`config.mk`:
```
export PLATFORM = sky130hd
export DESIGN_NAME = sfit_resq
export DESIGN_NICKNAME = d
export VERILOG_FILES = /design/src/hdl/sfit_pkg.sv /design/src/hdl/sfit_resq.sv
export SDC_FILE = /design/constraint.sdc
export NUM_CORES = 1
export LEC_CHECK = 0
export BUFFER_PORTS_ARGS = -buffer_cell sky130_fd_sc_hd__buf_4
export CAP_MARGIN = 20
export CORE_MARGIN = 3
export CORE_UTILIZATION = 28
export DETAILED_ROUTE_END_ITERATION = 16
export MAX_ROUTING_LAYER = met4
export PLACE_DENSITY = 0.59
export SLEW_MARGIN = 5
export SYNTH_ARGS = -nofsm -noshare
export SYNTH_HDL_FRONTEND = slang
export SYNTH_SLANG_ARGS = --single-unit
```
`constraint.sdc`:
```
create_clock -name clk_i -period 2 [get_ports clk_i]
set_clock_uncertainty 0.2 [all_clocks]
set_input_delay 0.4 -clock clk_i [delete_from_list [all_inputs] [get_ports clk_i]]
set_output_delay 0.4 -clock clk_i [all_outputs]
set_load 0.01 [all_outputs]
```
`src/hdl/sfit_pkg.sv`:
```
`default_nettype none
package sfit_pkg;

  // Table geometry
  localparam int TableDepth = 64;
  localparam int KeyBytes   = 8;
  localparam int KeyW       = 64;
  localparam int IdxW       = $clog2(TableDepth);
  localparam int CntW       = $clog2(TableDepth + 1);

  // Fixed field widths of the ports
  localparam int SymW   = 7;
  localparam int LimitW = 7;

  localparam logic [LimitW-1:0] LimitReset = LimitW'(TableDepth);
  localparam logic [SymW-1:0]   NoIndex    = '1;

  // Search item walking down the cell row
  typedef struct packed {
    logic            valid;
    logic            is_sym;
    logic            last;
    logic [KeyW-1:0] key;
    logic [IdxW-1:0] pos;
    logic [CntW-1:0] count;
    logic [CntW-1:0] searched;
    logic            fit;
    logic            hit;
    logic            newly;
    logic [IdxW-1:0] idx;
  } token_t;

  // One finished answer
  typedef struct packed {
    logic [SymW-1:0] sym_idx;
    logic            newly;
    logic            full;
    logic [SymW-1:0] ucount;
    logic            done;
  } result_t;

  // Keep the low KeyBytes bytes up to the first zero byte, clear the rest
  function automatic logic [KeyW-1:0] normalize_key(input logic [KeyW-1:0] k);
    logic [KeyW-1:0] res;
    logic            alive;
    res   = '0;
    alive = 1'b1;
    for (int b = 0; b < KeyW / 8; b++) begin
      if (b >= KeyBytes || k[8*b +: 8] == 8'h00) begin
        alive = 1'b0;
      end
      if (alive) begin
        res[8*b +: 8] = k[8*b +: 8];
      end
    end
    return res;
  endfunction

endpackage
`default_nettype wire

```
`src/hdl/sfit_resq.sv`:
```
`default_nettype none
module sfit_resq (
  input  logic              clk_i,
  input  logic              rst_ni,
  input  logic              push_i,
  input  sfit_pkg::result_t res_i,
  input  logic              pop_i,
  output sfit_pkg::result_t res_o,
  output logic              valid_o,
  output logic              full_o
);
  import sfit_pkg::*;

  result_t    ent_q [2];
  logic       wr_q;
  logic       rd_q;
  logic [1:0] cnt_q;
  logic       do_pop;

  assign valid_o = (cnt_q != 2'd0);
  assign full_o  = (cnt_q == 2'd2);
  assign do_pop  = pop_i && valid_o;
  assign res_o   = ent_q[rd_q];

  // Hold results until taken
  always_ff @(posedge clk_i) begin
    if (push_i) begin
      ent_q[wr_q] <= res_i;
    end
  end

  always_ff @(posedge clk_i or negedge rst_ni) begin
    if (!rst_ni) begin
      wr_q  <= 1'b0;
      rd_q  <= 1'b0;
      cnt_q <= 2'd0;
    end else begin
      if (push_i) begin
        wr_q <= ~wr_q;
      end
      if (do_pop) begin
        rd_q <= ~rd_q;
      end
      case ({push_i, do_pop})
        2'b10:   cnt_q <= cnt_q + 2'd1;
        2'b01:   cnt_q <= cnt_q - 2'd1;
        default: cnt_q <= cnt_q;
      endcase
    end
  end

endmodule
`default_nettype wire

```
==> results of run 1 <==
## routing by layer
metal  vias up  track usage
li1        362            -
met1       374       0.0898
met2        26        0.149
met3         2       0.0333
met4         0       0.0367
met5         -            -
## synthesized netlist by cell type
library cell and count:
or2_4 1, xnor2_1 2, and2b_2 1, dfrtp_1 4, mux2_4 9, buf_6 2, inv_1 1, xor2_1 3
ha_1 1, edfxtp_1 34, mux2_2 8, and2_4 1, nor2_1 2, and2_1 1
## repair_timing
action | CTS | global route
endpoints found under the hold margin | 4 | 0
pin swaps | 0 | 0
buffers inserted | 0 | 1
hold buffers | 1 | 0
resized for setup | 2 | 1
endpoints found under the setup margin | 7 | 16
## worst max-delay path, stage by stage (launching register included)
cell     delay [ns]
dfrtp_2        0.39
buf_6          0.15
mux2_2         0.34
buf_4          0.14
## final timing paths
check | startpoint | end | depth (start not counted)
setup / recovery | rd_q$_DFFE_PN0P_ | res_o[2] | 3
hold / removal | res_i[7] | ent_q[1][7]$_DFFE_PP_ | 1
setup reg to reg | cnt_q[0]$_DFFE_PN0P_ | cnt_q[1]$_DFFE_PN0P_ | 5
hold reg to reg | wr_q$_DFFE_PN0P_ | wr_q$_DFFE_PN0P_ | 1
max in group asynchronous | rst_ni | rd_q$_DFFE_PN0P_ | 2
min in group asynchronous | rst_ni | cnt_q[0]$_DFFE_PN0P_ | 2
## final cells by class
type / count / share of cell area
clock buffer: 6 / 0.0367
inverter: 1 / 0.00190
sequential: 38 / 0.567
multi-input combinational: 29 / 0.164
timing repair buffer: 47 / 0.183
clock inverter: 2 / 0.00506
tap: 67 / 0.0424
## registers in the layout (all words and copies together) (netlist names)
| signal | count |
|---|---|
| ent_q | 34 |
| rd_q | 1 |
| cnt_q | 2 |
| wr_q | 1 |
## cell families (layout without fill, tap and decap cells)
group,Yosys count,count (layout),share of synthesized area
xor gates and xnor gates,5,5,0.0298
buffers and inverters,3,56,0.0179
DFF,38,38,0.763
and+or+nand+nor,6,6,0.0273
adders and majority gates,1,1,0.00852
muxes,17,17,0.153
## cell usage in the layout (no fill, tap or decap), drive strengths merged, types with 2 or more instances in the layout
cell	n
buf	46
edfxtp	34
mux2	17
clkbuf	6
dfrtp	4
xor2	3
xnor2	2
clkinv	2
and2	2
nor2	2
## per-stage QoR
step                      hold WS, ns  utilization  instance area (um2)  TNS [ns]  cells
after floorplan               -0.0956            -                 1470         0     70
after global placement      -0.000484        0.383                 1870         0    180
after detailed placement      0.00222        0.383                 1870         0    180
after CTS                      0.0916        0.404                 1970   -0.0465    189
after global routing           0.0789        0.406                 1980         0    190
final                           0.104        0.406                 1980         0    190
## where the power goes
part           total (mW)  internal (mW)  switching (mW)
Sequential           1.14           1.07          0.0724
Clock               0.476          0.241           0.235
Combinational       0.986          0.578           0.408
==> reports/metrics.yaml, run 1 <==
grt_pass1_wl_um: 3840
wl_met3_um: 110
ir_drop_mv: 0.466
dieArea_um2: 6150
vias: 764
wl_met1_um: 957
synth_nets: 92
wl_met2_um: 1290
endpoint_kind: "output port"
die_h_um: 78.4
wl_per_cell_um: 12.5
grt_use_total: 0.0871
cts.sinks: 38
core_um2: 4880
avgViaCountPerCell: 4.02
die_w_um: 78.4
setup_viol_count_final: 0
gp_congestion: 0.627
synth.area.top_cells: "edfxtp_1, mux2_4, dfrtp_1"
ys_ff_latch: 38
seq_area_um2: 1120
fin_crit_sh: 0.951
dp.final_hpwl_um: 1790
ctsLongestPathBuffers: 2
slew_headroom: 0.891
critPathRequiredTime_ns: 1.40
min_period_ns: 1.90
synth.yosys.seq_area_share: 0.763
yosys.area.top_type: "edfxtp_1"
drc_errors: 0
r2r_setup_slack_ns: 0.27
drive_above_1_share: 0.610
placementRows: 25
fin_ws_ns: 0.0982
initial_utilization: 0.301
top_layer: "met4"
nFillCells: 480
status: "completed"
gr-total-overflow: 0
synthCells: 70
cts_tree: "done"
rsz0062_at_grt: "no"
hold_class: "in -> reg"
first_iter_violations: 39
nets: 144
synth_warnings: 0
root_buffer: "clkbuf_8"
wl_um: 2380
total_power_mw: 2.60
critPathKind: "reg -> out"
cts_buffers: 5
grt_start_max_net_pins: 13
insertion_delay_ns: 0.27
synth_cell_types: 14
finalMaxSlewViolations: 0
tightest_slew_ns: 0.163
port_buffers: 39
synth_area_um2: 1470
startpoint_type: "register"
hold_violations: 0
diodes: 0
htreeDepth: 2
power_density_nw_per_um2: 1320
io_pins: 40
clk_pin_slew_worst_paths_ns: 0.07
critPathMaxFanout: 9
syn_area_per_cell_um2: 21.0
drv_cap: 0
areaGrowthSynthToFinish_pct: 34.8
antenna_found_initial: 0
power.static_leakage_nw: 0.794
grt_pass1_vias: 847
synth.top_cell.area_share: 0.695
drt_pass1_iterations: 4
multiInputGateArea_um2: 324
place_ws_ns: 0.257
cp.arrival_ns: 1.30
ant_nets: 0
max_freq_mhz: 526
(Power assumes the default switching activity.)
==> inputs of run 2 (changes only) <==
--- a/config.mk
+++ b/config.mk
@@ -12,6 +12,7 @@
 export DETAILED_ROUTE_END_ITERATION = 16
 export MAX_ROUTING_LAYER = met4
 export PLACE_DENSITY = 0.59
+export RECOVER_POWER = 50
 export SLEW_MARGIN = 5
 export SYNTH_ARGS = -nofsm -noshare
 export SYNTH_HDL_FRONTEND = slang
==> run 2 against run 1 <==
Critical path depth did not move. Worst hold slack gained 0.012 ns. Die area unchanged. Final cell count unchanged. Largest cell class unchanged.
==> reports/metrics.yaml, run 2 (synthesized netlist as in run 1, its figures left out) <==
status: "completed"
htreeDepth: 2  # unchanged
root_buffer: "clkbuf_8"
hold_class: "in -> reg"
rr_endpoint: "cnt_q[1]$_DFFE_PN0P_"
gr-total-overflow: 0  # unchanged
nets: 144  # unchanged
hold_depth: 2  # +1
die_h_um: 78.4  # unchanged
cts_tree: "done"
critPathRequiredTime_ns: 1.40  # about the same
drv_cap: 0  # unchanged
grt_pass1_vias: 847  # unchanged
avgViaCountPerCell: 4.00  # -0.52%
cp.arrival_ns: 1.30  # about the same
gp_congestion: 0.627  # unchanged
die_w_um: 78.4  # unchanged
drive_above_1_share: 0.561  # -0.0488
grt_start_max_net_pins: 13  # unchanged
grt_pass1_wl_um: 3840  # unchanged
worstRegToRegCells: 5  # unchanged
vias: 760  # -0.52%
port_buffers: 39  # unchanged
largest_register_ff_count: 34  # unchanged
finalSetupTns_ns: 0  # unchanged
initial_utilization: 0.301  # unchanged
hp-start: "push_i"
wl_um: 2370  # -0.38%
dieArea_um2: 6150  # unchanged
tightest_slew_ns: 0.439  # +0.276 ns
areaGrowthSynthToFinish_pct: 33.3
setup_viol_count_final: 0  # unchanged
ctsLongestPathBuffers: 2  # unchanged
hold_violations: 0  # unchanged
grtUsageMet3: 0.0333  # unchanged
endpoint_kind: "output port"
drc_errors: 0  # unchanged
io_pins: 40  # unchanged
power.static_leakage_nw: 0.772  # -2.8%
critPathKind: "reg -> out"
insertion_delay_ns: 0.27  # about the same
gr-usage-met2: 0.149  # unchanged
critPathMaxFanout: 9  # unchanged
min_period_ns: 1.90  # -0.000499 ns
largestRegisters: "ent_q: 34 flops, cnt_q: 2 flops"
final_common_cell: "edfxtp_1"
drt_pass1_iterations: 4  # unchanged
final_cell_mix: "edfxtp_1, buf_4, clkbuf_4"
clk_pin_slew_worst_paths_ns: 0.07  # about the same
fin_crit_sh: 0.951  # about the same
finalMaxSlewViolations: 0  # unchanged
antenna_found_initial: 0  # unchanged
power_density_nw_per_um2: 1320  # +0.35%
cts.sinks: 38  # unchanged
worstHoldEndpoint: "wr_q$_DFFE_PN0P_"
placementRows: 25  # unchanged
grt_most_used_layer: "met2"
grt_use_met1: 0.0898  # unchanged
diodes: 0  # unchanged
cts_buffers: 5  # unchanged
wl_per_cell_um: 12.5  # -0.38%
dp.final_hpwl_um: 1790  # unchanged
ant_nets: 0  # unchanged
core_um2: 4880  # unchanged
total_power_mw: 2.58  # -0.72%
rsz0062_at_grt: "no"
slew_headroom: 0.707  # -0.184
startpoint_type: "register"
r2r_setup_slack_ns: 0.27  # about the same
max_freq_mhz: 526  # about the same
r2r-start: "cnt_q[0]$_DFFE_PN0P_"
top_register: "ent_q"
ir_drop_mv: 0.461  # -1.0%
first_iter_violations: 34  # -13%
grt_use_total: 0.0871  # unchanged
[run 2: cell types whose count changed in the layout (fill, tap and decap cells not counted), sizes merged]
cell and delta:
buf -20, clkbuf +20
[run 2: area by class of cell]
cell class              instances  area, um2
multi-input cells              29        322
well taps                      67       83.8
clock inverters                 2       10.0
clock buffers                   6       72.6
repair buffers                 47        344
fillers                       483       2920
inverters                       1       3.75
flip-flops and latches         38       1120
[run 2: worst max path at each step]
stage                               startpoint               endpoint  slack (ns)  cells after the start
after floorplan                         push_i  ent_q[0][0]$_DFFE_PP_        0.23                      2
after global placement        rd_q$_DFFE_PN0P_              res_o[12]        0.32                      3
after detailed placement  cnt_q[0]$_DFFE_PN0P_   cnt_q[1]$_DFFE_PN0P_        0.26                      5
after CTS                     rd_q$_DFFE_PN0P_              res_o[12]       -0.01                      3
after global routing          rd_q$_DFFE_PN0P_              res_o[14]        0.03                      3
final                         rd_q$_DFFE_PN0P_               res_o[2]         0.1                      3
[run 2: routing by layer]
| layer | vias up | routed length (um) |
|---|---|---|
| li1 | 363 | - |
| met1 | 371 | 954 |
| met2 | 24 | 1290 |
| met3 | 2 | 107 |
| met4 | 0 | 21 |
| met5 | - | 0 |
[run 2: through the flow]
step           hold slack [ns]   util  setup WS (ns)  cells  area, um2
3_3_place_gp         -0.000484  0.383          0.320    180       1870
3_5_place_dp           0.00222  0.383          0.257    180       1870
4_1_cts                 0.0916  0.404        -0.0120    189       1970
6_report                 0.116  0.401         0.0987    190       1960
5_1_grt                  0.103  0.401         0.0295    190       1960
2_1_floorplan          -0.0956      -          0.232     70       1470
[run 2: power breakdown]
group | leakage, nW | internal (mW) | switching [mW]
logic | 0.362 | 0.562 | 0.407
clock network | 0.0450 | 0.241 | 0.234
registers | 0.365 | 1.07 | 0.0709
total | 0.772 | 1.87 | 0.712
[run 2: timing repair]
action                                 CTS  global route
gates resized for setup                  2             1
endpoints found under the hold margin    4             0
hold buffers                             1             0
gates cloned                             0             0
setup buffers                            0             1
setup endpoints to repair                7            16
[run 2: critical path, stage by stage, from the launching register on]
cell     delay, ns
dfrtp_2       0.39
buf_6         0.15
mux2_2        0.34
buf_4         0.14
