`src/hdl/sfit_pkg.sv`:
```
`default_nettype none
package sfit_pkg;

  // Table geometry
  localparam int TableDepth = 64;
  localparam int KeyBytes   = 8;
  localparam int KeyW       = 64;
  localparam int IdxW       = $clog2(TableDepth);
  localparam int CntW       = $clog2(TableDepth + 1);

  // Fixed field widths of the ports
  localparam int SymW   = 7;
  localparam int LimitW = 7;

  localparam logic [LimitW-1:0] LimitReset = LimitW'(TableDepth);
  localparam logic [SymW-1:0]   NoIndex    = '1;

  // Search item walking down the cell row
  typedef struct packed {
    logic            valid;
    logic            is_sym;
    logic            last;
    logic [KeyW-1:0] key;
    logic [IdxW-1:0] pos;
    logic [CntW-1:0] count;
    logic [CntW-1:0] searched;
    logic            fit;
    logic            hit;
    logic            newly;
    logic [IdxW-1:0] idx;
  } token_t;

  // One finished answer
  typedef struct packed {
    logic [SymW-1:0] sym_idx;
    logic            newly;
    logic            full;
    logic [SymW-1:0] ucount;
    logic            done;
  } result_t;

  // Keep the low KeyBytes bytes up to the first zero byte, clear the rest
  function automatic logic [KeyW-1:0] normalize_key(input logic [KeyW-1:0] k);
    logic [KeyW-1:0] res;
    logic            alive;
    res   = '0;
    alive = 1'b1;
    for (int b = 0; b < KeyW / 8; b++) begin
      if (b >= KeyBytes || k[8*b +: 8] == 8'h00) begin
        alive = 1'b0;
      end
      if (alive) begin
        res[8*b +: 8] = k[8*b +: 8];
      end
    end
    return res;
  endfunction

endpackage
`default_nettype wire

```
`src/hdl/sfit_cell.sv`:
```
`default_nettype none
module sfit_cell (
  input  logic            clk_i,
  input  logic            rst_ni,
  input  sfit_pkg::token_t tok_i,
  output sfit_pkg::token_t tok_o
);
  import sfit_pkg::*;

  logic [KeyW-1:0] key_q;
  token_t          tok_d;
  token_t          tok_q;
  logic            vld_q;
  logic            cmp_en;
  logic            match;
  logic            store;

  // Compare against the held key, or claim this slot on a miss
  always_comb begin
    cmp_en = tok_i.valid && tok_i.is_sym && (tok_i.key != '0) && !tok_i.hit && !tok_i.newly;
    match  = cmp_en && (CntW'(tok_i.pos) < tok_i.searched) && (key_q == tok_i.key);
    store  = cmp_en && (CntW'(tok_i.pos) == tok_i.count) && tok_i.fit;

    tok_d       = tok_i;
    tok_d.pos   = tok_i.pos + IdxW'(1);
    tok_d.hit   = tok_i.hit | match;
    tok_d.newly = tok_i.newly | store;
    if (match || store) begin
      tok_d.idx = tok_i.pos;
    end
  end

  // Write the key when this slot is claimed
  always_ff @(posedge clk_i) begin
    if (store) begin
      key_q <= tok_i.key;
    end
  end

  // Advance the item payload to the neighbor
  always_ff @(posedge clk_i) begin
    tok_q <= tok_d;
  end

  always_ff @(posedge clk_i or negedge rst_ni) begin
    if (!rst_ni) begin
      vld_q <= 1'b0;
    end else begin
      vld_q <= tok_i.valid;
    end
  end

  always_comb begin
    tok_o       = tok_q;
    tok_o.valid = vld_q;
  end

endmodule
`default_nettype wire

```
`config.mk`:
```
export PLATFORM = sky130hd
export DESIGN_NAME = sfit_cell
export DESIGN_NICKNAME = d
export VERILOG_FILES = /design/src/hdl/sfit_pkg.sv /design/src/hdl/sfit_cell.sv
export SDC_FILE = /design/constraint.sdc
export NUM_CORES = 1
export LEC_CHECK = 0
export BUFFER_PORTS_ARGS = -buffer_cell sky130_fd_sc_hd__buf_2
export CAP_MARGIN = 20
export CORE_MARGIN = 2
export CORE_UTILIZATION = 45
export DETAILED_ROUTE_END_ITERATION = 6
export PLACE_DENSITY = 0.7
export SYNTH_ARGS = -nofsm -noshare
export SYNTH_HDL_FRONTEND = slang
export SYNTH_SLANG_ARGS = --single-unit
```
`constraint.sdc`:
```
create_clock -name clk_i -period 6.1 [get_ports clk_i]
set_input_delay 0.305 -clock clk_i [delete_from_list [all_inputs] [get_ports clk_i]]
set_output_delay 0.305 -clock clk_i [all_outputs]
set_load 0.01 [all_outputs]
```
==> impl_results.md, run 1 <==
* Placed cells at 710
* CP endpoint: key_q[23]
* Drt first-iter violations at 201
* R2r startpoint: key_q[47]
* CTS tree: done
* Lkg Pwr at around 3.1 nW
* Port bufs at between 150 and 200
* PwrDens at about 320 nW/um^2
* Relative slew slack at 0.420
* Slew @ Worst Pin at roughly 0.86 ns
* DIE HEIGHT at between 100 and 150 um
* Internal reg-to-reg setup slack at 3.65 ns
* Min-delay worst type: in2reg
* Clock skew at between 0.007 and 0.008 ns
* Crit path kind: in2reg
* Routability congestion estimate at 0.829
* Critical path startpoint category: input port
* Routed Antenna Nets at 0
* CTS clk-pin slew, worst paths at ~0.070 ns
* Largest net degree at the start of global routing at between 60 and 70
* Layout cells sized above 1 at 0.381
* Min cycle time layout at 2.88 ns
* Setup TNS at 0 ns
* Critical Path AT at 2.92 ns
* Total number of vias at 3802
* EDFF count, synth at 64
* Area of the multi-input gates at approximately 1400 sq um
* Cells after Synth at between 300 and 400
* CP Data Required Time at approximately 6 ns
* Core ar. at ~12000 sq um
* Layout Area Growth over Synthesis at 33.4%
* Power after layout at 2.28 mW
* Cts hold-fix bufs at 12
* Final instance area at between 7000 and 8000 sq um
* R2R cell count at 6
* Congestion Overflow GR at 0
* VDD IR max at around 0.00021 V
* FF-to-FF End: tok_o[5]
* # H-tree levels at 4
* Final-stage net count at ~700
* Global-route wire length before repair at ~20000 um
* Max Slew Vio Count at 0
* Syn Nets at between 400 and 500
* Critical path capture point type: flip-flop
* Drt first pass iters at 4
* Top_reg_cell synth: dfxtp_1
* Hold Fails Final Rpt at 0
* Crit path launch: tok_i[21]
* Final Non-Filler Cells at ~760
* Max Clk Rate at approximately 0.35 GHz
* Final wirelength at roughly 13000 um
* Synth Register Bits at 160
* Max Root-Sink Buffers at 2
* Initial core utilization at 0.455
* IO Count at 194
* Final setup vio count at 0
* Initial antenna violation count at 2
* Worst skew pair latency at about 0.42 ns
* Post-DR vias/cell at slightly above 5
* GR Util All Layers at 0.204
* Placement row count at 40
* Clock Root Buffer: clkbuf_16
* DP HPWL at a little under 10000 um
* Cell variety after synth at 41
* Part of the cycle the worst path needs at 0.472
* Sequential cell area at approximately 3800 sq um
* Syn. warnings at 0
* Number of CTS-inserted buffers at 17
* Number of global-route vias before repair at about 3800
* Syn_area_per_cell at roughly 14 sq um
* Async set or reset register ratio after synthesis at 0.00625
* Die area at approximately 13000 sq um
* Register area share after synthesis at 0.712
* Max cap viols at 0
* Placed inst area at 6540 sq um
* Mapped cell area at 5400 sq um
* Die X at about 110 um
* Filler cells at approximately 950
* Setup Fix Bufs, Post-CTS at 0
* WL per Instance at 17.1 um
* Status: complete, no violations
* Clk sink count at 160
* Remaining DRCs at 0
* CTS resizes at 0
* RSZ-0062 raised after global routing: false
* Critical path peak fanout at between 60 and 70
## cell families (layout without fill, tap and decap cells)
| kind of cell | after synthesis | in the layout | share of synthesized area |
|---|---|---|---|
| AOI/OAI and AO/OA | 31 | 31 | 0.0535 |
| xor gates and xnor gates | 49 | 49 | 0.0794 |
| adders and majority gates | 6 | 6 | 0.0139 |
| buffers and inverters | 28 | 262 | 0.0201 |
| DFF | 160 | 160 | 0.712 |
| other | 0 | 1 | 0 |
| and+or+nand+nor | 99 | 99 | 0.121 |
## state kept, by name (all words and copies together) (netlist names)
register,count
vld_q,1
tok_o,95
key_q,64
## per-layer routing
layer,wire length [um],track usage,vias up
li1,-,-,1808
met5,0,0,-
met2,6140,0.336,191
met1,5330,0.248,1777
met3,1100,0.0638,26
met4,368,0.0935,0
## cell type report
cell class | count | share of cell area
multi-input cells | 185 | 0.201
well taps | 147 | 0.0255
flip-flops and latches | 160 | 0.534
diodes | 1 | 0.000347
clock buffers | 20 | 0.0636
inverters | 24 | 0.0125
repair buffers | 206 | 0.152
clock inverters | 12 | 0.0116
## placed cells by master, fill, tap and decap left out, drive strengths merged, types with 2 or more instances in the layout
cell         synthesis  final
xnor2               28     28
a21oi                2      2
buf                  2    194
a31o                 6      6
xor2                21     21
nand2                2      2
o221ai               2      2
nor3b                2      2
and2                 6      6
clkbuf               2     20
dlygate4sd3          0     12
nand4               13     13
nor2b               13     13
edfxtp              64     64
clkinv               0      8
dfxtp               95     95
a2111oi              4      4
nand2b              21     21
nor4                30     30
nor2                 2      2
nor3                 2      2
a41o                 6      6
clkinvlp             0      2
inv                 24     26
ha                   6      6
nand3                4      4
o2111ai              5      5
## where the power goes
group | switching, mW | internal, mW
registers | 0.00793 | 1.15
logic | 0.0928 | 0.0743
clock network | 0.414 | 0.545
## worst max-delay path, stage by stage
cell and delay (ns):
dlygate4sd3_1 0.53, buf_2 0.13, xor2_1 0.13, nor3_1 0.22, nand4_1 0.30, or3_1 0.54, inv_2 0.08, buf_4 0.61
## cell usage after synthesis, types with 2 or more instances
| master | instances | area share |
|---|---|---|
| a2111oi_0 | 3 | 0.0049 |
| nor3b_1 | 2 | 0.0028 |
| nand4_1 | 12 | 0.014 |
| o2111ai_1 | 5 | 0.0081 |
| xor2_1 | 21 | 0.034 |
| o221ai_1 | 2 | 0.0032 |
| and2_1 | 6 | 0.0069 |
| clkbuf_1 | 2 | 0.0014 |
| nand2b_1 | 21 | 0.024 |
| a31o_1 | 6 | 0.0097 |
| nand3_1 | 4 | 0.0037 |
| xnor2_1 | 28 | 0.045 |
| nor2b_1 | 13 | 0.015 |
| nor4_1 | 28 | 0.032 |
| nand2_1 | 2 | 0.0014 |
| inv_1 | 24 | 0.017 |
| dfxtp_1 | 95 | 0.35 |
| nor3_1 | 2 | 0.0019 |
| ha_1 | 6 | 0.014 |
| a41o_1 | 6 | 0.011 |
| edfxtp_1 | 64 | 0.36 |
| a21oi_1 | 2 | 0.0019 |
## stage by stage
stage | hold WS (ns) | util | setup WS [ns]
final | 0.0191 | 0.607 | 3.22
after CTS | 0.000930 | 0.607 | 3.24
after detailed placement | 0.0807 | 0.551 | 3.15
after global placement | 0.0844 | 0.551 | 3.21
after floorplan | 0.00941 | - | 2.89
after global routing | 0.00947 | 0.607 | 3.04
## how the worst min path moves through the flow
stage	from	slack (ns)	endpoint	depth (start not counted)
2_1_floorplan	rst_ni	0.009	vld_q	0
3_3_place_gp	rst_ni	0.08	vld_q	1
3_5_place_dp	rst_ni	0.08	vld_q	1
4_1_cts	tok_i[18]	0.0009	tok_o[18]	1
5_1_grt	tok_i[18]	0.009	tok_o[18]	1
6_report	tok_i[17]	0.02	tok_o[17]	1
Note: power is estimated with default switching activity, not from simulation.
==> run 2: changes to the inputs <==
- clock period: 6.1 -> 2.7 ns (I/O delays scaled with it)
==> impl_results.md, run 2 (synthesized netlist as in run 1, its figures left out) <==
* Filler cells at 816 (was 953)
* DIE HEIGHT at 114 um (unchanged)
* Core Util, Final at 0.687 (was 0.607)
* Grt met1 use at 0.279 (was 0.248)
* Critical path capture point type: flip-flop (unchanged)
* Critical path startpoint category: input port (unchanged)
* Number of global-route vias before repair at 4321 (was 3839)
* Cts hold-fix bufs at 92 (was 12)
* Layout Area Growth over Synthesis at 50.8% (was 33.4%)
* VDD IR max at 0.000631 V (was 0.000212 V)
* WL per Instance at 17.6 um (was 17.1 um)
* Final-stage net count at 783 (was 698)
* Initial core utilization at 0.455 (unchanged)
* Layout cells sized above 1 at 0.338 (was 0.381)
* GR Util All Layers at 0.234 (was 0.204)
* Gr busiest metal: met2 (unchanged)
* Met3 usage at 0.0611 (was 0.0638)
* Clock skew at 0.00946 ns (was 0.00791 ns)
* Core ar. at 11900 sq um (unchanged)
* CTS resizes at 0 (unchanged)
* R2r startpoint: key_q[47] (unchanged)
* CP Data Required Time at 3.01 ns (was 6.14 ns)
* Setup TNS at 0 ns (unchanged)
* CTS clk-pin slew, worst paths at 0.06 ns (was 0.07 ns)
* Min cycle time layout at about 2.5 ns
* IO Count at 194 (unchanged)
* # diodes at 0 (was 1)
* Slew @ Worst Pin at 0.566 ns (was 0.862 ns)
* Congestion Overflow GR at 0 (unchanged)
* Hold Fails Final Rpt at 0 (unchanged)
* Min-delay worst type: in2async (was in2reg)
* Relative slew slack at 0.620 (was 0.420)
* Worst skew pair latency at 0.42 ns (about the same)
* Worst hold slack at 0.0220 ns (was 0.0191 ns)
* RSZ-0062 raised after global routing: false (unchanged)
* Commonest cells after routing, fill and taps aside: buf_2, dfxtp_1, dlygate4sd3_1, edfxtp_1 (was buf_2, dfxtp_1, edfxtp_1, xnor2_1, nor4_1)
* Clock Root Buffer: clkbuf_16 (unchanged)
* Post-DR vias/cell at 4.97 (was 5.04)
* Area of the multi-input gates at 1450 sq um (about the same)
* Final setup vio count at 0 (unchanged)
* CP endpoint: tok_o[4] (was key_q[23])
* PwrDens at 679 nW/um^2 (was 316 nW/um^2)
* Max Slew Vio Count at 0 (unchanged)
* Routing usage on met2 at 0.410 (was 0.336)
* Routability congestion estimate at 0.818 (was 0.829)
* FF-to-FF End: tok_o[4] (was tok_o[5])
* Part of the cycle the worst path needs at 0.926
* Initial antenna violation count at 0 (was 2)
* Crit path kind: in2reg (unchanged)
* Max Clk Rate at approximately 0.40 GHz
* Total number of vias at 4173 (was 3802)
* Number of CTS-inserted buffers at 17 (unchanged)
* Final wirelength at 14800 um (was 12900 um)
* Clk sink count at 160 (unchanged)
* Max Root-Sink Buffers at 2 (unchanged)
* Die area at 12900 sq um (unchanged)
* Global-route wire length before repair at 22600 um (was 19700 um)
* Crit path launch: tok_i[75] (was tok_i[21])
* Setup Fix Bufs, Post-CTS at 0 (unchanged)
* # H-tree levels at 4 (unchanged)
* Drt first pass iters at 4 (unchanged)
* R2R cell count at 6 (unchanged)
* Drt first-iter violations at 217 (was 201)
* Max FFs per register at 95 (unchanged)
* Status: complete, no violations (unchanged)
* Port bufs at 193 (unchanged)
* Max cap viols at 0 (unchanged)
* Largest net degree at the start of global routing at 36 (was 65)
* Remaining DRCs at 0 (unchanged)
* Slowest CP cell: nor4_4 (was buf_4)
* Placed inst area at 6620 sq um (was 6540 sq um)
* Die X at 114 um (unchanged)
* Critical Path Max Stage Delay at 0.59 ns (was 0.61 ns)
* Lkg Pwr at 3.48 nW (was 3.08 nW)
* Power after layout at 5.53 mW (was 2.28 mW)
* Most common cell after layout, fill and taps aside: buf_2 (unchanged)
* Routed Antenna Nets at 0 (unchanged)
* CTS tree: done (unchanged)
* Critical path peak fanout at 7 (was 64)
* Sequential cell area at 3850 sq um (unchanged)
* Placement row count at 40 (unchanged)
* Internal reg-to-reg setup slack at 0.23 ns (was 3.65 ns)
* DP HPWL at 9920 um (was 9740 um)
* Critical-path cell list: dlygate4sd3_1 > buf_2 > nor2b_1 > a2111oi_0 > nand4_1 > nor4_4 > nand4_4 > a31o_1 (was dlygate4sd3_1 > buf_2 > xor2_1 > nor3_1 > nand4_1 > or3_1 > inv_2 > buf_4)
* Critical Path AT at 2.81 ns (was 2.92 ns)
* Final instance area at 8150 sq um (was 7210 sq um)
run 2: worst min-delay path by stage:
stage | startpoint | to | slack, ns | depth (start not counted)
after CTS | rst_ni | vld_q | 0.0006 | 2
after detailed placement | rst_ni | vld_q | -0.09 | 1
after global routing | rst_ni | vld_q | 0.01 | 2
after floorplan | rst_ni | vld_q | -0.16 | 0
after global placement | rst_ni | vld_q | -0.09 | 1
final | rst_ni | vld_q | 0.02 | 2
run 2: metrics by stage:
step / instances / worst slack [ns]
after floorplan: 373 / 0.0221
after global placement: 715 / 0.378
after detailed placement: 715 / 0.303
after CTS: 839 / 0.244
after global routing: 839 / 0.0931
final: 839 / 0.199
run 2: area by class of cell:
type | instances | share of cell area
clock inverter | 10 | 0.0163
timing repair buffer | 291 | 0.240
multi-input combinational | 185 | 0.178
inverter | 24 | 0.0115
sequential | 160 | 0.473
tap | 147 | 0.0226
clock buffer | 22 | 0.0584
run 2: worst max-delay path, delay by kind of cell:
kind	cells	cell delay, ns
AO/OA/AOI/OAI	2	0.78
buffers and inverters	2	0.70
AND/OR/NAND/NOR	4	1.19
run 2: metal layers:
metal | part of all wire | routed length, um
met5 | 0 | 0
met4 | 0.016 | 237
met3 | 0.064 | 951
met2 | 0.51 | 7570
met1 | 0.41 | 6050
run 2: power by group:
part	switching (mW)	internal [mW]
clock	0.914	1.53
combinational	0.234	0.246
sequential	0.0195	2.59
total	1.17	4.36
